[src/rtl/core/spq_pkg.sv]
// ----------------------------------------------------------------------------
// spq_pkg
// Shared types and constants for the sorted priority queue.
// ----------------------------------------------------------------------------
package spq_pkg;

  localparam int VAL_W  = 32;
  localparam int STAT_W = 2;
  localparam int OCC_W  = 5;

  // result status codes
  localparam logic [STAT_W-1:0] STAT_OK    = 2'd0;
  localparam logic [STAT_W-1:0] STAT_FULL  = 2'd1;
  localparam logic [STAT_W-1:0] STAT_EMPTY = 2'd2;

  // action codes
  localparam logic ACT_INSERT = 1'b0;
  localparam logic ACT_REMOVE = 1'b1;

  // sequencer states
  typedef enum logic [2:0] {
    S_IDLE,
    S_INS_RD,
    S_INS_CMP,
    S_INS_LAST,
    S_REM_RD,
    S_REM_MV,
    S_FINISH
  } state_t;

  // one finished result
  typedef struct packed {
    logic [STAT_W-1:0]       status;
    logic signed [VAL_W-1:0] min_value;
    logic [OCC_W-1:0]        occupancy;
  } res_t;

endpackage

[src/rtl/core/sorted_priority_queue.sv]
// ----------------------------------------------------------------------------
// sorted_priority_queue
// Bounded min-priority queue holding keys sorted in ascending order.
// ----------------------------------------------------------------------------
// Each input beat is an insert or a remove-minimum and yields one result beat
// carrying a status, the removed key and the occupancy after the operation.
// Equal keys leave in arrival order. The keys sit in a single array with one
// write and one registered read port, walked by one signed comparator, so
// each visited entry takes a read state and then a compare or move state: an
// insert walks down from the tail past the stored keys greater than the new
// one, a remove shifts all stored keys down by one, and an insert into an
// empty or full queue or a remove from an empty queue finishes at once. The
// input is not ready while an item is in work; a finished result waits in the
// output register, and the block accepts the next input beat while it is
// still waiting.
// ----------------------------------------------------------------------------
module sorted_priority_queue #(
  parameter int DEPTH = 16
) (
  input  logic                              clk,
  input  logic                              rst_n,
  input  logic                              in_valid,
  output logic                              in_ready,
  input  logic                              in_action,
  input  logic signed [spq_pkg::VAL_W-1:0]  in_value,
  output logic                              out_valid,
  input  logic                              out_ready,
  output logic [spq_pkg::STAT_W-1:0]        out_status,
  output logic signed [spq_pkg::VAL_W-1:0]  out_min_value,
  output logic [spq_pkg::OCC_W-1:0]         out_occupancy
);
  import spq_pkg::*;

  localparam int AW = (DEPTH > 1) ? $clog2(DEPTH) : 1;
  localparam int CW = $clog2(DEPTH + 1);

  logic             mem_we;
  logic [AW-1:0]    mem_waddr;
  logic [VAL_W-1:0] mem_wdata;
  logic [AW-1:0]    mem_raddr;
  logic [VAL_W-1:0] mem_rdata;
  logic             slot_free;
  logic             res_valid;
  res_t             res;
  logic             out_valid_r;
  res_t             out_res_r;

  spq_mem #(
    .DEPTH (DEPTH),
    .AW    (AW)
  ) u_mem (
    .clk   (clk),
    .we    (mem_we),
    .waddr (mem_waddr),
    .wdata (mem_wdata),
    .raddr (mem_raddr),
    .rdata (mem_rdata)
  );

  spq_ctrl #(
    .DEPTH (DEPTH),
    .AW    (AW),
    .CW    (CW)
  ) u_ctrl (
    .clk       (clk),
    .rst_n     (rst_n),
    .in_valid  (in_valid),
    .in_ready  (in_ready),
    .in_action (in_action),
    .in_value  (in_value),
    .slot_free (slot_free),
    .res_valid (res_valid),
    .res       (res),
    .mem_we    (mem_we),
    .mem_waddr (mem_waddr),
    .mem_wdata (mem_wdata),
    .mem_raddr (mem_raddr),
    .mem_rdata (mem_rdata)
  );

  // output slot is free when empty or being drained this cycle
  assign slot_free = !out_valid_r || out_ready;

  // output beat valid
  always_ff @(posedge clk) begin
    if (!rst_n) begin
      out_valid_r <= 1'b0;
    end else if (slot_free) begin
      out_valid_r <= res_valid;
    end
  end

  // output beat payload
  always_ff @(posedge clk) begin
    if (slot_free && res_valid) begin
      out_res_r <= res;
    end
  end

  assign out_valid     = out_valid_r;
  assign out_status    = out_res_r.status;
  assign out_min_value = out_res_r.min_value;
  assign out_occupancy = out_res_r.occupancy;

endmodule

[src/rtl/core/spq_mem.sv]
// ----------------------------------------------------------------------------
// spq_mem
// Key storage: one write port and one read port with registered read data.
// ----------------------------------------------------------------------------
module spq_mem #(
  parameter int DEPTH = 16,
  parameter int AW    = 4
) (
  input  logic                        clk,
  input  logic                        we,
  input  logic [AW-1:0]               waddr,
  input  logic [spq_pkg::VAL_W-1:0]   wdata,
  input  logic [AW-1:0]               raddr,
  output logic [spq_pkg::VAL_W-1:0]   rdata
);
  import spq_pkg::*;

  logic [VAL_W-1:0] mem [DEPTH];
  logic [VAL_W-1:0] rdata_r;

  // write port
  always_ff @(posedge clk) begin
    if (we) begin
      mem[waddr] <= wdata;
    end
  end

  // registered read port
  always_ff @(posedge clk) begin
    rdata_r <= mem[raddr];
  end

  assign rdata = rdata_r;

endmodule

[src/rtl/core/spq_ctrl.sv]
// ----------------------------------------------------------------------------
// spq_ctrl
// Sequencer that walks the key store through one shared signed comparator:
// insertion shifts larger keys up from the tail, removal shifts keys down.
// ----------------------------------------------------------------------------
module spq_ctrl #(
  parameter int DEPTH = 16,
  parameter int AW    = 4,
  parameter int CW    = 5
) (
  input  logic                              clk,
  input  logic                              rst_n,
  input  logic                              in_valid,
  output logic                              in_ready,
  input  logic                              in_action,
  input  logic signed [spq_pkg::VAL_W-1:0]  in_value,
  input  logic                              slot_free,
  output logic                              res_valid,
  output spq_pkg::res_t                     res,
  output logic                              mem_we,
  output logic [AW-1:0]                     mem_waddr,
  output logic [spq_pkg::VAL_W-1:0]         mem_wdata,
  output logic [AW-1:0]                     mem_raddr,
  input  logic [spq_pkg::VAL_W-1:0]         mem_rdata
);
  import spq_pkg::*;

  state_t            state_r, state_nxt;
  logic [AW-1:0]     idx_r, idx_nxt;
  logic [CW-1:0]     count_r, count_nxt;
  logic [VAL_W-1:0]  key_r, key_nxt;
  logic [STAT_W-1:0] stat_r, stat_nxt;
  logic [VAL_W-1:0]  min_r, min_nxt;

  logic accept;
  logic is_full;
  logic is_empty;
  logic key_le;
  logic at_last;

  assign accept   = in_valid && in_ready;
  assign is_full  = (count_r == CW'(DEPTH));
  assign is_empty = (count_r == '0);
  // shared comparator: stored key <= new key
  assign key_le   = ($signed(mem_rdata) <= $signed(key_r));
  assign at_last  = ((CW'(idx_r) + CW'(1)) == count_r);

  // next state
  always_comb begin
    state_nxt = state_r;
    unique case (state_r)
      S_IDLE: begin
        if (in_valid) begin
          if (in_action == ACT_INSERT) begin
            state_nxt = (is_full || is_empty) ? S_FINISH : S_INS_RD;
          end else begin
            state_nxt = is_empty ? S_FINISH : S_REM_RD;
          end
        end
      end
      S_INS_RD:   state_nxt = S_INS_CMP;
      S_INS_CMP: begin
        if (key_le) begin
          state_nxt = S_FINISH;
        end else if (idx_r == '0) begin
          state_nxt = S_INS_LAST;
        end else begin
          state_nxt = S_INS_RD;
        end
      end
      S_INS_LAST: state_nxt = S_FINISH;
      S_REM_RD:   state_nxt = S_REM_MV;
      S_REM_MV:   state_nxt = at_last ? S_FINISH : S_REM_RD;
      S_FINISH:   state_nxt = slot_free ? S_IDLE : S_FINISH;
      default:    state_nxt = S_IDLE;
    endcase
  end

  // outputs and store writes
  always_comb begin
    in_ready  = 1'b0;
    res_valid = 1'b0;
    mem_we    = 1'b0;
    mem_waddr = idx_r;
    mem_wdata = key_r;
    mem_raddr = idx_r;
    unique case (state_r)
      S_IDLE: begin
        in_ready = 1'b1;
        if (in_valid && in_action == ACT_INSERT && is_empty) begin
          mem_we    = 1'b1;
          mem_waddr = '0;
          mem_wdata = in_value;
        end
      end
      S_INS_CMP: begin
        mem_we    = 1'b1;
        mem_waddr = AW'(idx_r + AW'(1));
        mem_wdata = key_le ? key_r : mem_rdata;
      end
      S_INS_LAST: begin
        mem_we    = 1'b1;
        mem_waddr = '0;
        mem_wdata = key_r;
      end
      S_REM_MV: begin
        mem_we    = (idx_r != '0);
        mem_waddr = AW'(idx_r - AW'(1));
        mem_wdata = mem_rdata;
      end
      S_FINISH: begin
        res_valid = slot_free;
      end
      S_INS_RD, S_REM_RD: begin
      end
      default: begin
      end
    endcase
  end

  // datapath next values
  always_comb begin
    idx_nxt   = idx_r;
    count_nxt = count_r;
    key_nxt   = key_r;
    stat_nxt  = stat_r;
    min_nxt   = min_r;
    unique case (state_r)
      S_IDLE: begin
        if (accept) begin
          key_nxt  = in_value;
          stat_nxt = STAT_OK;
          min_nxt  = '0;
          idx_nxt  = '0;
          if (in_action == ACT_INSERT) begin
            if (is_full) begin
              stat_nxt = STAT_FULL;
            end else if (is_empty) begin
              count_nxt = CW'(1);
            end else begin
              idx_nxt = AW'(count_r - CW'(1));
            end
          end else if (is_empty) begin
            stat_nxt = STAT_EMPTY;
          end
        end
      end
      S_INS_CMP: begin
        if (key_le) begin
          count_nxt = count_r + CW'(1);
        end else if (idx_r != '0) begin
          idx_nxt = idx_r - AW'(1);
        end
      end
      S_INS_LAST: begin
        count_nxt = count_r + CW'(1);
      end
      S_REM_MV: begin
        if (idx_r == '0) begin
          min_nxt = mem_rdata;
        end
        if (at_last) begin
          count_nxt = count_r - CW'(1);
        end else begin
          idx_nxt = idx_r + AW'(1);
        end
      end
      S_INS_RD, S_REM_RD, S_FINISH: begin
      end
      default: begin
      end
    endcase
  end

  // control registers
  always_ff @(posedge clk) begin
    if (!rst_n) begin
      state_r <= S_IDLE;
      count_r <= '0;
    end else begin
      state_r <= state_nxt;
      count_r <= count_nxt;
    end
  end

  // payload registers
  always_ff @(posedge clk) begin
    idx_r  <= idx_nxt;
    key_r  <= key_nxt;
    stat_r <= stat_nxt;
    min_r  <= min_nxt;
  end

  assign res.status    = stat_r;
  assign res.min_value = min_r;
  assign res.occupancy = OCC_W'(count_r);

  // fill count never exceeds the capacity
  a_count_bound: assert property (@(posedge clk) disable iff (!rst_n)
    count_r <= CW'(DEPTH))
    else $error("fill count above capacity");

  // a rejected remove leaves the queue empty and flags it
  a_empty_remove: assert property (@(posedge clk) disable iff (!rst_n)
    (state_r == S_IDLE && in_valid && in_action == ACT_REMOVE && is_empty)
    |=> (count_r == '0 && stat_r == STAT_EMPTY))
    else $error("remove on empty queue mishandled");

  // a rejected insert leaves the count alone
  a_full_insert: assert property (@(posedge clk) disable iff (!rst_n)
    (state_r == S_IDLE && in_valid && in_action == ACT_INSERT && is_full)
    |=> (count_r == CW'(DEPTH) && stat_r == STAT_FULL))
    else $error("insert on full queue mishandled");

  // the front key is captured as the removed minimum
  a_front_capture: assert property (@(posedge clk) disable iff (!rst_n)
    (state_r == S_REM_MV && idx_r == '0) |=> (min_r == $past(mem_rdata)))
    else $error("removed key not taken from the front");

  // a finished result is handed over only when the output slot is free
  a_finish_leave: assert property (@(posedge clk) disable iff (!rst_n)
    (state_r == S_FINISH && slot_free) |=> (state_r == S_IDLE))
    else $error("sequencer stuck after handing over result");

endmodule
[config.mk]
export PLATFORM = sky130hd
export DESIGN_NAME = sorted_priority_queue
export DESIGN_NICKNAME = d
export VERILOG_FILES = /design/src/rtl/core/spq_pkg.sv /design/src/rtl/core/sorted_priority_queue.sv /design/src/rtl/core/spq_mem.sv /design/src/rtl/core/spq_ctrl.sv
export SDC_FILE = /design/constraint.sdc
export NUM_CORES = 1
export LEC_CHECK = 0
export BUFFER_PORTS_ARGS = -buffer_cell sky130_fd_sc_hd__buf_2
export CORE_MARGIN = 4
export CORE_UTILIZATION = 30
export DETAILED_ROUTE_END_ITERATION = 8
export SYNTH_ARGS = -nofsm -noshare
export SYNTH_HDL_FRONTEND = slang
export SYNTH_SLANG_ARGS = --single-unit
[constraint.sdc]
create_clock -name clk -period 4.19 [get_ports clk]
set_input_delay 0.6285 -clock clk [delete_from_list [all_inputs] [get_ports clk]]
set_output_delay 0.6285 -clock clk [all_outputs]
set_load 0.005 [all_outputs]
== Yosys cells after proc, flatten, opt, wreduce, memory -nomap -nowiden ==
Memories as Yosys holds them, arrays and structs flattened. A register that Yosys moved wholly into a read port is not among the register bits.
Index checks and enable logic that the tools add are counted.

* Input port bits: 37
* RAM bits: 512
* Output and inout port bits: 41
* Memories kept: 1
* Word-level logic and storage cells: 97
* Register bits after elaboration: 118

* Bitwise operators: 1
* Reduce and logical (&&, ||, !) cells: 19
* Add/sub/neg operators: 5
* Mux-type cells: 41
* Eq/ne operators: 19
* Magnitude comparators: 1

{| class="wikitable"
|+ Memories
! memory !! depth !! width !! read ports !! clocked after memory_dff !! write ports !! line !! RTL
|-
| u_mem.mem || 16 || 32 || 1 || 1 || 1 || spq_mem.sv:18 || <nowiki>logic [VAL_W-1:0] mem [DEPTH];</nowiki>
|}

{| class="wikitable"
|+ Operators by type and width
! operator !! number
|-
| 32-bit 2-to-1 mux || 4
|-
| 32-bit case mux with 3 select lines || 1
|-
| 32-bit case mux with 2 select lines || 1
|-
| 32-bit <= comparator || 1
|-
| 4-bit 2-to-1 mux || 8
|-
| 5-bit 2-to-1 mux || 6
|-
| 3-bit case mux with 7 select lines || 1
|-
| 5-bit case mux with 4 select lines || 1
|-
| 4-bit case mux with 4 select lines || 1
|-
| 3-bit 2-to-1 mux || 5
|-
| 2-bit by 1-bit inequality test with 1-bit output, second input constant || 6
|-
| 4-bit case mux with 3 select lines || 1
|-
| 2-bit 2-to-1 mux || 5
|-
| 2-bit inequality test, second input constant || 5
|-
| 3-bit equality test, second input constant || 3
|-
| 4-bit nonzero test || 2
|-
| 7-bit AND reduction || 1
|-
| 3-bit by 2-bit equality test with 1-bit output, second input constant || 2
|-
| 1-bit 2-to-1 mux || 6
|-
| 4-bit by 1-bit adder with 5-bit output, second input constant || 1
|-
| 5-bit by 1-bit adder with 5-bit output, second input constant || 1
|-
| 5-bit equality test || 1
|-
| 5-bit equality test, second input constant || 1
|-
| 5-bit zero test || 1
|-
| other kinds (17) || 21
|}

== Depth between registers and ports, before layout ==
* Depth in word-level cells: 7
* Mapped depth: 12
* Gate-level depth less buffers: 10

== Hierarchy ==
Synthesis repeated with hierarchy kept, for this count alone.

* Cell total of the unflattened synthesis: 1524
* Area total of the unflattened synthesis: 26633.0 um^2

{| class="wikitable"
|+ By module, submodules not included
! module !! area an instance (um^2) !! cells each !! seq. area each (um^2) !! instances
|-
| spq_mem || 19835.3 || 838 || 16015.4 || 1
|-
| spq_ctrl || 5569.1 || 642 || 2262.2 || 1
|-
| sorted_priority_queue || 1228.7 || 44 || 1191.1 || 1
|}

== Worst setup path after synthesis ==
OpenSTA, ideal clock, no wires.

* Kind: register -> register
* Start: register u_ctrl.idx_r[1] (netlist: u_ctrl.mem_raddr[1])
* End: register u_ctrl.min_r[0] (enable)
* Data required time: 3.729 ns
* Setup slack: -0.155 ns
* Period minus slack after synthesis: 4.345 ns
* Data arrival time: 3.884 ns
* Buffers on the path: 3
* Setup time: 0.461 ns
* Cell stages (with the launch flop): 9
* Cells stage by stage: edfxtp_1 -> clkbuf_1 -> clkbuf_1 -> clkbuf_1 -> inv_1 -> ha_1 -> nor3b_1 -> nor2_1 -> nor3_1

* Cells in the longest elaborated chain, start to end: 3

{| class="wikitable"
|+ Ends and longest elaborated chain
! item !! line !! RTL
|-
| start, declared || spq_ctrl.sv:29 || <nowiki>logic [AW-1:0] idx_r, idx_nxt;</nowiki>
|-
| start signal, assigned || spq_ctrl.sv:188 || <nowiki>idx_r <= idx_nxt;</nowiki>
|-
| 4-bit zero test || spq_ctrl.sv:159 || <nowiki>if (idx_r == '0) begin</nowiki>
|-
| 2-bit by 1-bit inequality test with 1-bit output (no line) || n/a ||
|-
| 3-bit AND reduction (no line) || n/a ||
|-
| end signal, assigned || spq_ctrl.sv:191 || <nowiki>min_r <= min_nxt;</nowiki>
|-
| end, declared || spq_ctrl.sv:33 || <nowiki>logic [VAL_W-1:0] min_r, min_nxt;</nowiki>
|}

No other way between the ends.
A chain may end at the register's enable or synchronous reset.

== Final worst setup path ==
* Start: register u_ctrl.key_r[31]
* End: register u_ctrl.idx_r[1] (netlist: u_ctrl.mem_raddr[1]) (enable)

* Cells in the longest elaborated chain, start to end: 3

{| class="wikitable"
|+ Ends and longest elaborated chain
! item !! line !! RTL
|-
| start, declared || spq_ctrl.sv:31 || <nowiki>logic [VAL_W-1:0] key_r, key_nxt;</nowiki>
|-
| start signal, assigned || spq_ctrl.sv:189 || <nowiki>key_r <= key_nxt;</nowiki>
|-
| 32-bit <= comparator || spq_ctrl.sv:45 || <nowiki>assign key_le = ($signed(mem_rdata) <= $signed(key_r));</nowiki>
|-
| 2-bit inequality test (no line) || n/a ||
|-
| 5-bit AND reduction (no line) || n/a ||
|}

No other way between the ends.

==> results_dict.tcl <==
set metrics [dict create \
    grt_pass1_wl_um 103000 \
    place_area_mm2 0.0292 \
    cts_tree "yes" \
    worstPathRequired_ns 4.47 \
    startpoint "u_ctrl.key_r[31]$_DFFE_PP_" \
    rsz0062_at_grt "no" \
    fp-row-count 109 \
    start_util_pct 30.2 \
    r2r_setup_slack_ns 0.32 \
    worstHoldStart "in_value[9]" \
    ys_warn_count 0 \
    instances_no_fill 2819 \
    core_mm2 0.0882 \
    ys_seq_area_share_pct 73.0 \
    clk_path_buf_depth 3 \
    min_period_ns 3.87 \
    port_buffers 77 \
    postCtsHoldBufs 0 \
    r2r-start "u_ctrl.key_r[31]$_DFFE_PP_" \
    p_int_mw 17.4 \
    num_vias 14900 \
    power_density_mw_per_mm2 841 \
    ant_nets 0 \
    holdWs_ns 0.206 \
    critPathLaunchType "flop" \
    path_class "reg2reg" \
    yosysMostFrequentCell "edfxtp_1" \
    p_total_mw 26.4 \
    synth_top_area_cell "edfxtp_1" \
    setup_viol 0 \
    relSlewSlack_pct 21.5 \
    ir_drop_mv 0.493 \
    area_growth_pct 17.9 \
    place.gp.congestion 0.824 \
    worstPathMaxFanout 5 \
    vias_per_cell 5.29 \
    drive_gt1_share_pct 28.3 \
    io-pin-count 78 \
    cp.arrival_ns 4.16 \
    nets 1675 \
    crit_end "u_ctrl.mem_raddr[1]$_DFFE_PP_" \
    leakage_nw 10.4 \
    die_w_um 306 \
    synth_edf_count 621 \
    dp.cells 2694 \
    synth_area_leaders "edfxtp_1 70%, mux4_2 14%, dfxtp_1 3.1%" \
    numCtsBuffers 69 \
    synth_cells 1454 \
    grt_max_degree 101 \
    fill_cells 8140 \
    hpwl_um 40600 \
    first_pass_iters 5 \
    htreeDepth 3 \
    ys_async_sr_fraction_pct 0 \
    drt_iter0_markers 1784 \
    fmax_mhz 258 \
    avgSynthCellArea_um2 18.3 \
    grt_use_total_pct 14.9 \
    drv_cap 0 \
    pwr-share-clk_pct 22.2 \
    p_sw_mw 9.06 \
    syn-cell-area_mm2 0.0267 \
    hold_violations 0 \
    synth_top_area_share_pct 70.0 \
    p_sw_share_pct 34.3 \
    antenna_found_initial 6 \
    clk_pin_slew_ns 0.06 \
    dieHeight_um 306 \
    regToRegEndpoint "u_ctrl.mem_raddr[1]$_DFFE_PP_" \
    worst_setup_path_end_kind "flop" \
    grt_pass1_vias 14700 \
    tightest_slew_ns 1.18 \
    hp-class "in2reg" \
    ys.flop_type "edfxtp_1" \
    cts_sinks 662 \
    grt-ovfl-total 0 \
    drc 0 \
    pwr-share-seq_pct 41.5 \
    clock_latency_ns 0.62 \
    rr_worst_depth 10 \
    avgRoutedWirePerCell_um 25.0 \
    die-area_mm2 0.0937 \
    ys_types 57 \
    finalMaxSlewViolations 0 \
    stdcell_area_mm2 0.0314 \
    cts_root_buf "clkbuf_16" \
    run_status "complete, no violations" \
    finish.utilization_pct 35.6 \
    pwr-share-comb_pct 36.3 \
    clock_skew_ns 0.0329 \
    period_share_pct 92.5 \
    ys_ff_latch 662 \
    synth_commonest_cells "621 x edfxtp_1, 160 x mux4_2, 98 x nor2_1, 88 x a21oi_1, 55 x clkbuf_1" \
    drt_wl_total_um 70500 \
    synth_nets 1527 \
]
-- flip-flops by register name (all words and copies together) (netlist names) --
| register | flops |
|---|---|
| u_mem.mem | 512 |
| u_ctrl.min_r | 32 |
| u_mem.rdata | 32 |
| out_status | 2 |
| out_occupancy | 5 |
| u_ctrl.stat_r | 2 |
| u_ctrl.mem_raddr | 4 |
| u_ctrl.key_r | 32 |
| u_ctrl.count_r | 5 |
| out_valid | 1 |
| out_min_value | 32 |
| u_ctrl.state_r | 3 |
-- power by group through the flow --
stage / Sequential (mW) / Clock (mW) / Combinational [mW]
3_3_place_gp: 11.1 / 0 / 9.15
5_1_grt: 11.1 / 6.31 / 10.4
6_report: 11.0 / 5.88 / 9.59
4_1_cts: 11.0 / 6.02 / 9.46
3_5_place_dp: 11.1 / 0 / 9.43
2_1_floorplan: 10.9 / 0 / 6.09
-- layout by cell type, fill, tap and decap left out, types with 20 or more instances in the layout --
cell,instances
clkbuf_16,71
nand2_1,31
nor2_1,85
a211o_1,30
edfxtp_1,621
and3_1,33
buf_2,77
a21oi_1,88
dfxtp_1,40
o21ai_0,44
inv_1,41
buf_12,20
ha_1,36
mux4_2,160
buf_4,61
-- area by class of cell --
type | instances | area (um^2) | area share (%)
Multi-Input combinational cell | 670 | 6930 | 22.1
Tap cell | 1165 | 1460 | 4.64
Clock buffer | 83 | 1860 | 5.92
Inverter | 41 | 154 | 0.490
Sequential cell | 662 | 19500 | 62.0
Timing Repair Buffer | 158 | 1240 | 3.96
Antenna cell | 1 | 2.50 | 0.00796
Clock inverter | 39 | 303 | 0.963
-- critical path, cell delays in order, from the launching register on --
cell and delay (ns):
edfxtp_1 0.35, inv_1 0.07, ha_1 0.37, nand4_1 0.24, nor4_2 0.55, nand2_1 0.16, a21oi_1 0.35, o31a_1 0.28
nor2_1 0.10, o31ai_1 0.66, and3_1 0.39
-- per-layer routing --
metal  vias up  wire (um)  part of all wire (%)  track usage [%]
met1      7780      30600                    43             22.0
met2       801      31700                    45             22.3
met4         0       1440                   2.0             3.63
met3       114       6760                   9.6             3.47
met5         -          0                     0                0
li1       6215          -                     -                -
-- cell families (layout without fill, tap and decap cells) --
family          count (synthesis)  in the layout  share of synthesized area [%]
compound gates                242            242                           5.52
xor+xnor                        7              7                          0.230
fa+ha+maj                      36             36                           1.69
buf+inv                       122            321                           1.81
flops                         662            662                           73.0
mux                           162            162                           13.6
other cells                     0              1                              0
simple gates                  223            223                           4.10
-- timing repair --
| action | CTS | global route |
|---|---|---|
| setup buffers | 0 | 2 |
| setup endpoints to repair | 16 | 288 |
| gates cloned | 0 | 0 |
| pin swaps | 0 | 2 |
| resized for setup | 1 | 16 |
-- through the flow --
stage / setup TNS [ns] / setup WS, ns
after detailed placement: -0.682 / -0.0428
after floorplan: 0 / 0.0277
final: 0 / 0.315
after global placement: 0 / 0.179
after global routing: 0 / 0.182
after CTS: 0 / 0.00493
-- worst min-delay path by stage --
| stage | endpoint | cells past startpoint |
|---|---|---|
| finish | u_ctrl.key_r[9]$_DFFE_PP_ | 1 |
| CTS | u_ctrl.key_r[9]$_DFFE_PP_ | 1 |
| global placement | out_min_value[5]$_DFFE_PP_ | 0 |
| global route | u_ctrl.key_r[9]$_DFFE_PP_ | 1 |
| floorplan | out_min_value[0]$_DFFE_PP_ | 0 |
| detailed placement | out_min_value[16]$_DFFE_PP_ | 0 |
(Power assumes the default switching activity.)
